File: src/rtl/core/tcpq_pkg.sv
// shared constants, opcodes and types for the two-class priority queue
// no dependencies
package tcpq_pkg;

  localparam int unsigned CAPACITY_DEF = 16;
  localparam int unsigned ID_BITS_DEF  = 16;
  localparam int unsigned ID_W         = 16;
  localparam int unsigned OP_W         = 2;

  typedef enum logic [OP_W-1:0] {
    OP_INSERT    = 2'd0,
    OP_SERVE_PRF = 2'd1,
    OP_SERVE_OLD = 2'd2,
    OP_WITHDRAW  = 2'd3
  } op_t;

endpackage

File: src/rtl/core/tcpq_if.sv
// valid/ready channel interfaces for the queue's input and result beats
// depends on tcpq_pkg
interface tcpq_in_if;
  logic                       valid;
  logic                       ready;
  logic [tcpq_pkg::OP_W-1:0]  opcode;
  logic [tcpq_pkg::ID_W-1:0]  person_id;
  logic                       is_preferred;
  modport source (output valid, opcode, person_id, is_preferred, input ready);
  modport sink   (input valid, opcode, person_id, is_preferred, output ready);
endinterface

interface tcpq_out_if;
  logic                       valid;
  logic                       ready;
  logic                       ok;
  logic [tcpq_pkg::ID_W-1:0]  served_id;
  modport source (output valid, ok, served_id, input ready);
  modport sink   (input valid, ok, served_id, output ready);
endinterface

File: src/rtl/core/tcpq_ram.sv
// generic single-port-write, single-read ram with registered read data
// no dependencies
module tcpq_ram #(
  parameter int unsigned WIDTH = 8,
  parameter int unsigned DEPTH = 16
) (
  input  logic                     clk,
  input  logic                     we,
  input  logic [$clog2(DEPTH)-1:0] waddr,
  input  logic [WIDTH-1:0]         wdata,
  input  logic [$clog2(DEPTH)-1:0] raddr,
  output logic [WIDTH-1:0]         rdata
);
  logic [WIDTH-1:0] mem [DEPTH];

  always_ff @(posedge clk) begin
    if (we) begin
      mem[waddr] <= wdata;
    end
    rdata <= mem[raddr];
  end
endmodule

File: src/rtl/core/two_class_priority_queue.sv
// Two-class priority queue with cancel. Ids and preferred flags sit in one
// RAM in arrival order, slot 0 the oldest; up to CAPACITY unique ids are held.
// Each input beat gives exactly one result beat. One operation at a time:
// a scan reads the slots one per cycle (search for duplicates, the preferred
// entry or a withdrawn id), then a compaction pass moves later slots up one
// per cycle, re-using the single RAM read port. Ids wider than ID_BITS are
// truncated; the result register frees the input side once taken.
// depends on tcpq_pkg, tcpq_if, tcpq_ram
module two_class_priority_queue #(
  parameter int unsigned CAPACITY = tcpq_pkg::CAPACITY_DEF,
  parameter int unsigned ID_BITS  = tcpq_pkg::ID_BITS_DEF
) (
  input  logic clk,
  input  logic rst_n,
  tcpq_in_if.sink    in_ch,
  tcpq_out_if.source out_ch
);
  localparam int unsigned AW = $clog2(CAPACITY);
  localparam int unsigned CW = $clog2(CAPACITY + 1);
  localparam int unsigned DW = ID_BITS + 1;

  typedef enum logic [2:0] {
    S_IDLE, S_SCAN, S_DECIDE, S_SHIFT_RD, S_SHIFT_WR, S_RESP
  } state_t;

  state_t                   state_r;
  logic [CW-1:0]            occ_r;
  logic [CW-1:0]            idx_r;      // slot being presented by the ram
  logic [CW-1:0]            hit_r;      // found position
  logic                     found_r;
  tcpq_pkg::op_t            op_r;
  logic [ID_BITS-1:0]       id_r;
  logic                     pref_r;
  logic                     ok_r;
  logic [tcpq_pkg::ID_W-1:0] served_r;

  logic                     we;
  logic [AW-1:0]            waddr, raddr;
  logic [DW-1:0]            wdata, rdata;
  logic [CW-1:0]            rd_idx;
  logic                     match;

  tcpq_ram #(.WIDTH(DW), .DEPTH(CAPACITY)) u_ram (
    .clk, .we, .waddr, .wdata, .raddr, .rdata
  );

  // scan target for the slot now at rdata
  always_comb begin
    case (op_r)
      tcpq_pkg::OP_SERVE_PRF: match = rdata[ID_BITS];
      tcpq_pkg::OP_SERVE_OLD: match = 1'b1;
      default:                match = (rdata[ID_BITS-1:0] == id_r);
    endcase
  end

  // ram port control
  always_comb begin
    rd_idx = '0;
    we     = 1'b0;
    waddr  = '0;
    wdata  = rdata;
    if (state_r == S_IDLE) begin
      rd_idx = '0;
    end else if (state_r == S_SCAN) begin
      rd_idx = idx_r + 1'b1;
    end else if (state_r == S_DECIDE || state_r == S_SHIFT_RD ||
                 state_r == S_SHIFT_WR) begin
      rd_idx = idx_r + 1'b1;
    end
    if (state_r == S_DECIDE && op_r == tcpq_pkg::OP_INSERT && !found_r &&
        occ_r < CW'(CAPACITY)) begin
      we    = 1'b1;
      waddr = occ_r[AW-1:0];
      wdata = {pref_r, id_r};
    end else if (state_r == S_SHIFT_WR) begin
      we    = 1'b1;
      waddr = idx_r[AW-1:0] - 1'b1;
    end
    raddr = (rd_idx < CW'(CAPACITY)) ? rd_idx[AW-1:0] : '0;
  end

  assign in_ch.ready      = (state_r == S_IDLE);
  assign out_ch.valid     = (state_r == S_RESP);
  assign out_ch.ok        = ok_r;
  assign out_ch.served_id = served_r;

  // sequencer: scan, decide, compact, respond
  always_ff @(posedge clk) begin
    if (!rst_n) begin
      state_r <= S_IDLE;
      occ_r   <= '0;
      idx_r   <= '0;
      hit_r   <= '0;
      found_r <= 1'b0;
      ok_r    <= 1'b0;
    end else begin
      case (state_r)
        S_IDLE: begin
          if (in_ch.valid) begin
            op_r     <= tcpq_pkg::op_t'(in_ch.opcode);
            id_r     <= ID_BITS'(in_ch.person_id);
            pref_r   <= in_ch.is_preferred;
            idx_r    <= '0;
            found_r  <= 1'b0;
            hit_r    <= '0;
            served_r <= '0;
            ok_r     <= 1'b0;
            state_r  <= (occ_r == '0) ? S_DECIDE : S_SCAN;
          end
        end
        S_SCAN: begin
          // slot idx_r is on rdata now; the oldest id is kept in case
          // no preferred entry turns up
          if (!found_r && match) begin
            found_r <= 1'b1;
            hit_r   <= idx_r;
          end
          if (!found_r && (match || idx_r == '0)) begin
            served_r <= tcpq_pkg::ID_W'(rdata[ID_BITS-1:0]);
          end
          if (idx_r + 1'b1 >= occ_r || (!found_r && match)) begin
            state_r <= S_DECIDE;
          end else begin
            idx_r <= idx_r + 1'b1;
          end
        end
        S_DECIDE: begin
          case (op_r)
            tcpq_pkg::OP_INSERT: begin
              if (!found_r && occ_r < CW'(CAPACITY)) begin
                occ_r <= occ_r + 1'b1;
                ok_r  <= 1'b1;
              end
              served_r <= '0;
              state_r  <= S_RESP;
            end
            tcpq_pkg::OP_SERVE_PRF, tcpq_pkg::OP_SERVE_OLD: begin
              if (occ_r == '0) begin
                served_r <= '0;
                state_r  <= S_RESP;
              end else begin
                ok_r <= 1'b1;
                // no preferred entry: the oldest goes
                if (!found_r) begin
                  hit_r <= '0;
                end
                idx_r   <= (found_r ? hit_r : '0);
                state_r <= S_SHIFT_RD;
              end
            end
            default: begin
              served_r <= '0;
              if (found_r) begin
                ok_r    <= 1'b1;
                idx_r   <= hit_r;
                state_r <= S_SHIFT_RD;
              end else begin
                state_r <= S_RESP;
              end
            end
          endcase
        end
        S_SHIFT_RD: begin
          // read of idx_r+1 issued here, shows on rdata next cycle
          if (idx_r + 1'b1 >= occ_r) begin
            occ_r   <= occ_r - 1'b1;
            state_r <= S_RESP;
          end else begin
            idx_r   <= idx_r + 1'b1;
            state_r <= S_SHIFT_WR;
          end
        end
        S_SHIFT_WR: begin
          // rdata holds slot idx_r, written to idx_r-1
          if (idx_r + 1'b1 >= occ_r) begin
            occ_r   <= occ_r - 1'b1;
            state_r <= S_RESP;
          end else begin
            idx_r <= idx_r + 1'b1;
          end
        end
        S_RESP: begin
          if (out_ch.ready) begin
            state_r <= S_IDLE;
          end
        end
        default: state_r <= S_IDLE;
      endcase
    end
  end

`ifndef SYNTHESIS
  a_occ_bound: assert property (@(posedge clk) disable iff (!rst_n)
    occ_r <= CW'(CAPACITY)) else $error("occupancy above capacity");
  a_fail_no_id: assert property (@(posedge clk) disable iff (!rst_n)
    (state_r == S_RESP && !ok_r) |-> served_r == '0)
    else $error("failed operation shows an id");
  a_occ_step: assert property (@(posedge clk) disable iff (!rst_n)
    (state_r == S_IDLE) |=> (occ_r == $past(occ_r)))
    else $error("occupancy moved while idle");
  a_write_busy: assert property (@(posedge clk) disable iff (!rst_n)
    we |-> (state_r == S_DECIDE || state_r == S_SHIFT_WR))
    else $error("ram written outside an operation");
`endif
endmodule
File: src/flat_wrapper.sv
// flat-port wrapper written by rule: the top's interface ports become plain ports
module two_class_priority_queue_flat 
#(
  parameter int unsigned CAPACITY = tcpq_pkg::CAPACITY_DEF,
  parameter int unsigned ID_BITS  = tcpq_pkg::ID_BITS_DEF
)
  (clk, rst_n, in_ch_valid, in_ch_opcode, in_ch_person_id, in_ch_is_preferred, in_ch_ready, out_ch_valid, out_ch_ok, out_ch_served_id, out_ch_ready);
  tcpq_in_if in_ch_i ();
  tcpq_out_if out_ch_i ();
  input  logic clk;
  input  logic rst_n;
  input wire logic [$bits(in_ch_i.valid)-1:0] in_ch_valid;
  input wire logic [$bits(in_ch_i.opcode)-1:0] in_ch_opcode;
  input wire logic [$bits(in_ch_i.person_id)-1:0] in_ch_person_id;
  input wire logic [$bits(in_ch_i.is_preferred)-1:0] in_ch_is_preferred;
  output wire logic [$bits(in_ch_i.ready)-1:0] in_ch_ready;
  output wire logic [$bits(out_ch_i.valid)-1:0] out_ch_valid;
  output wire logic [$bits(out_ch_i.ok)-1:0] out_ch_ok;
  output wire logic [$bits(out_ch_i.served_id)-1:0] out_ch_served_id;
  input wire logic [$bits(out_ch_i.ready)-1:0] out_ch_ready;
  assign in_ch_i.valid = in_ch_valid;
  assign in_ch_i.opcode = in_ch_opcode;
  assign in_ch_i.person_id = in_ch_person_id;
  assign in_ch_i.is_preferred = in_ch_is_preferred;
  assign in_ch_ready = in_ch_i.ready;
  assign out_ch_valid = out_ch_i.valid;
  assign out_ch_ok = out_ch_i.ok;
  assign out_ch_served_id = out_ch_i.served_id;
  assign out_ch_i.ready = out_ch_ready;
  two_class_priority_queue #(.CAPACITY(CAPACITY), .ID_BITS(ID_BITS)) u_core (.clk(clk), .rst_n(rst_n), .in_ch(in_ch_i), .out_ch(out_ch_i));
endmodule
File: config.mk
export PLATFORM = sky130hd
export DESIGN_NAME = two_class_priority_queue_flat
export DESIGN_NICKNAME = d
export VERILOG_FILES = /design/src/rtl/core/tcpq_pkg.sv /design/src/rtl/core/tcpq_if.sv /design/src/rtl/core/tcpq_ram.sv /design/src/rtl/core/two_class_priority_queue.sv /design/src/flat_wrapper.sv
export SDC_FILE = /design/constraint.sdc
export NUM_CORES = 1
export LEC_CHECK = 0
export ABC_CLOCK_PERIOD_IN_PS = 3600
export BUFFER_PORTS_ARGS = -buffer_cell sky130_fd_sc_hd__buf_2
export CORE_ASPECT_RATIO = 0.75
export CORE_MARGIN = 5
export CORE_UTILIZATION = 55
export DETAILED_ROUTE_END_ITERATION = 16
export PLACE_DENSITY = 0.77
export SLEW_MARGIN = 20
export SYNTH_ARGS = -nofsm -noshare
export SYNTH_HDL_FRONTEND = slang
export SYNTH_HIERARCHICAL = 1
export SYNTH_SLANG_ARGS = --single-unit
File: constraint.sdc
create_clock -name clk -period 3.6 [get_ports clk]
set_clock_uncertainty 0.2 [all_clocks]
set_input_delay 0.54 -clock clk [delete_from_list [all_inputs] [get_ports clk]]
set_output_delay 0.54 -clock clk [all_outputs]
set_load 0.05 [all_outputs]
==> flow_summary.ini <==
[final_layout]
finalInstanceArea_um2 = 16000
drive_gt1_share_pct = 29.2
final_core_util_pct = 64.2
diodes = 0
fillers = 1712
area_delta_synth_final_pct = 15.5
num-nets-final = 901

[floorplan]
die_area_um2 = 28500
dieHeight_um = 147
die_width_um = 193
row_count = 50
core-area_um2 = 24900
initial_utilization_pct = 55.6
io_pins = 42

[worst_setup_path]
slowest_stage = dfxtp_1
cp_num_buf_inv = 2
critical_path.cell_chain = ha_1 -> nand3_1 -> xor2_1 -> nand3b_1 -> nor2_4 -> buf_12 -> buf_12 -> mux4_2 -> a22oi_1 -> nand2_1
critPathKind = flip-flop to flip-flop
cp_top_family = simple AND/OR/NAND/NOR gates
worstSetupEndpointType = flip-flop
critPathRequiredTime_ns = 3.80
crit_fanout = 27
critPathMostFrequentCell = buf_12
cpPeakStageDelay_ns = 0.57
arrival_ns = 3.54
start_kind = flip-flop

[clock_network]
cts_buffer_depth = 3
ctsHoldBuffers = 9
clockRootBuffer = clkbuf_16
cts.clk_slew.worst_paths_ns = 0.06
insertion_delay_ns = 0.52
cts.sinks = 344
cts_buffers = 34
cts_resized = 0
post_cts_buffers = 0
cts_tree = built
htree_levels = 2

[synthesis]
synth_edf_count = 307
async_flop_share_pct = 0
synthCells = 762
yosysWarnings = 6
yosys.area.top_type = edfxtp_1
ys_seq_area_share_pct = 71.9
synthDistinctLibCells = 58
syn_avg_cell_area_um2 = 18.2
synth_nets = 801
synth_area_leaders = edfxtp_1, mux4_2, dfxtp_1
syn_area_um2 = 13800
netlist.area_leader.share_pct = 66.6
ys_seq_elements = 344
ys.flop_type = edfxtp_1

[sta]
rsz0062_at_grt = false
setup_slack_ns = 0.256
hold_violations = 0
timing.setup.tns_ns = 0
min_period_ns = 3.34
setup_violations = 0
max-slew-margin-rel_pct = 34.6
finalCritPeriodShare_pct = 92.9
fmax_mhz = 299
worstMarginPinSlew_ns = 0.977
maxSlewViolCount = 0

[global_route]
grt_pass1_vias = 7705
grtUsageMet3_pct = 5.93
gr-total-overflow = 0
globalRouteMet2Util_pct = 34.0
grtUsageMet1_pct = 34.4
grt_usage_pct = 22.9
grt.busiest_layer = met1
grt_pass1_wl_um = 47700
antenna_found_initial = 0
grt_max_degree = 69

[outcome]
outcome = complete, no violations

[power_and_ir_drop]
p_leak_uw = 0.00550
power_density_nw_per_um2 = 816
p_total_uw = 13000
irDropWorstVdd_v = 0.000477

[worst_hold_path]
hold_path_class = input port to flip-flop

[flow_run]
drv_cap = 0

[routing]
routed_wl_um = 32000
routed-via-count = 7612
drc = 0
routedWlPerCell_um = 26.1
ant_nets = 0
drtPass1Iterations = 5
via_per_inst = 6.22
drt_iter0_markers = 1075

[place]
gp_congestion = 0.881
placed_area_um2 = 14800
portBuffers = 41
dpl_worst_slack_ns = 0.285
dp.final_hpwl_um = 20200
## metrics by stage
step / cells / hold WS, ns
floorplan: 762 / 0.242
global placement: 1155 / 0.249
detailed placement: 1155 / 0.258
CTS: 1223 / 0.000168
global route: 1223 / 0.00387
finish: 1223 / 0.0162
## worst paths after layout
check                                             startpoint                        endpoint  slack (ns)  cells past startpoint
worst min register to register  u_core/hit_r[0]$_SDFFE_PN0P_    u_core/hit_r[0]$_SDFFE_PN0P_        0.27                      1
worst min-delay path                     in_ch_person_id[10]       u_core/id_r[10]$_DFFE_PP_        0.02                      1
worst max register to register  u_core/idx_r[0]$_SDFFE_PN0P_  u_core/u_ram/rdata[15]$_DFF_P_        0.26                     10
worst max-delay path            u_core/idx_r[0]$_SDFFE_PN0P_  u_core/u_ram/rdata[15]$_DFF_P_        0.26                     10
## synth_stat cells, types with 2 or more instances
master / instances
a21boi_0: 2
a21o_1: 4
a21oi_1: 13
a221oi_1: 2
a22oi_1: 34
a31oi_1: 3
a32o_1: 5
and3_1: 17
buf_2: 11
buf_6: 5
buf_8: 2
clkbuf_1: 20
dfxtp_1: 37
edfxtp_1: 307
ha_1: 15
inv_1: 17
mux2_2: 17
mux2i_1: 8
mux4_1: 3
mux4_2: 65
nand2_1: 45
nand2b_1: 4
nand3_1: 5
nand3b_1: 3
nor2_1: 25
nor2b_1: 3
nor3_1: 11
nor4_1: 7
nor4b_1: 2
o21a_1: 2
o21ai_0: 13
o21ai_2: 2
o22ai_1: 4
xnor2_1: 6
xor2_1: 20
## registers in the layout, summed over array words and instances, names as in the netlist
| register | count |
|---|---|
| u_core/state_r | 3 |
| u_core/u_ram/rdata | 17 |
| u_core/out_ch.ok | 1 |
| u_core/out_ch.served_id | 16 |
| u_core/hit_r | 5 |
| u_core/idx_r | 5 |
| u_core/u_ram/mem | 272 |
| u_core/occ_r | 5 |
| u_core/op_r | 2 |
| u_core/pref_r | 1 |
| u_core/found_r | 1 |
| u_core/id_r | 16 |
## where the power goes
part	internal, uW	switching, uW	leakage, uW
combinational	1740	2340	0.00189
sequential	5230	267	0.00308
clock	2050	1420	0.000535
## cell usage in the layout (no fill, tap or decap), drive strengths merged, types with 5 or more instances in the layout
| cell type | instances |
|---|---|
| edfxtp | 307 |
| buf | 96 |
| mux4 | 68 |
| nand2 | 46 |
| clkbuf | 43 |
| dfxtp | 37 |
| a22oi | 34 |
| nor2 | 26 |
| xor2 | 20 |
| inv | 19 |
| mux2 | 17 |
| and3 | 17 |
| ha | 15 |
| o21ai | 15 |
| a21oi | 13 |
| nor3 | 11 |
| clkinv | 11 |
| dlygate4sd3 | 9 |
| mux2i | 8 |
| nor4 | 7 |
| xnor2 | 6 |
| nand3 | 5 |
| a32o | 5 |
## routing by layer
layer	vias up	wire length, um	share of wire (%)
met2	479	14400	45
met3	69	3840	12
met4	0	726	2.3
met1	3820	13000	41
li1	3244	-	-
met5	-	0	0
## logic make-up (layout without fill, tap and decap cells)
logic type | Yosys count | after routing | synth area share, %
AOI/OAI and AO/OA | 93 | 93 | 4.85
xor gates and xnor gates | 26 | 26 | 1.64
muxes | 93 | 93 | 13.1
adders and majority gates | 16 | 16 | 1.50
buffers and inverters | 59 | 182 | 2.17
DFF | 344 | 344 | 71.9
and+or+nand+nor | 131 | 131 | 4.78
## layout make-up
cell class | instances | area, um2 | area share [%]
sequential | 344 | 9960 | 62.3
multi-input combinational | 359 | 3670 | 22.9
clock buffer | 43 | 936 | 5.85
timing repair buffer | 105 | 783 | 4.90
tap | 338 | 423 | 2.64
clock inverter | 16 | 154 | 0.962
inverter | 18 | 67.6 | 0.423
Power figures use the tool's default switching activity.
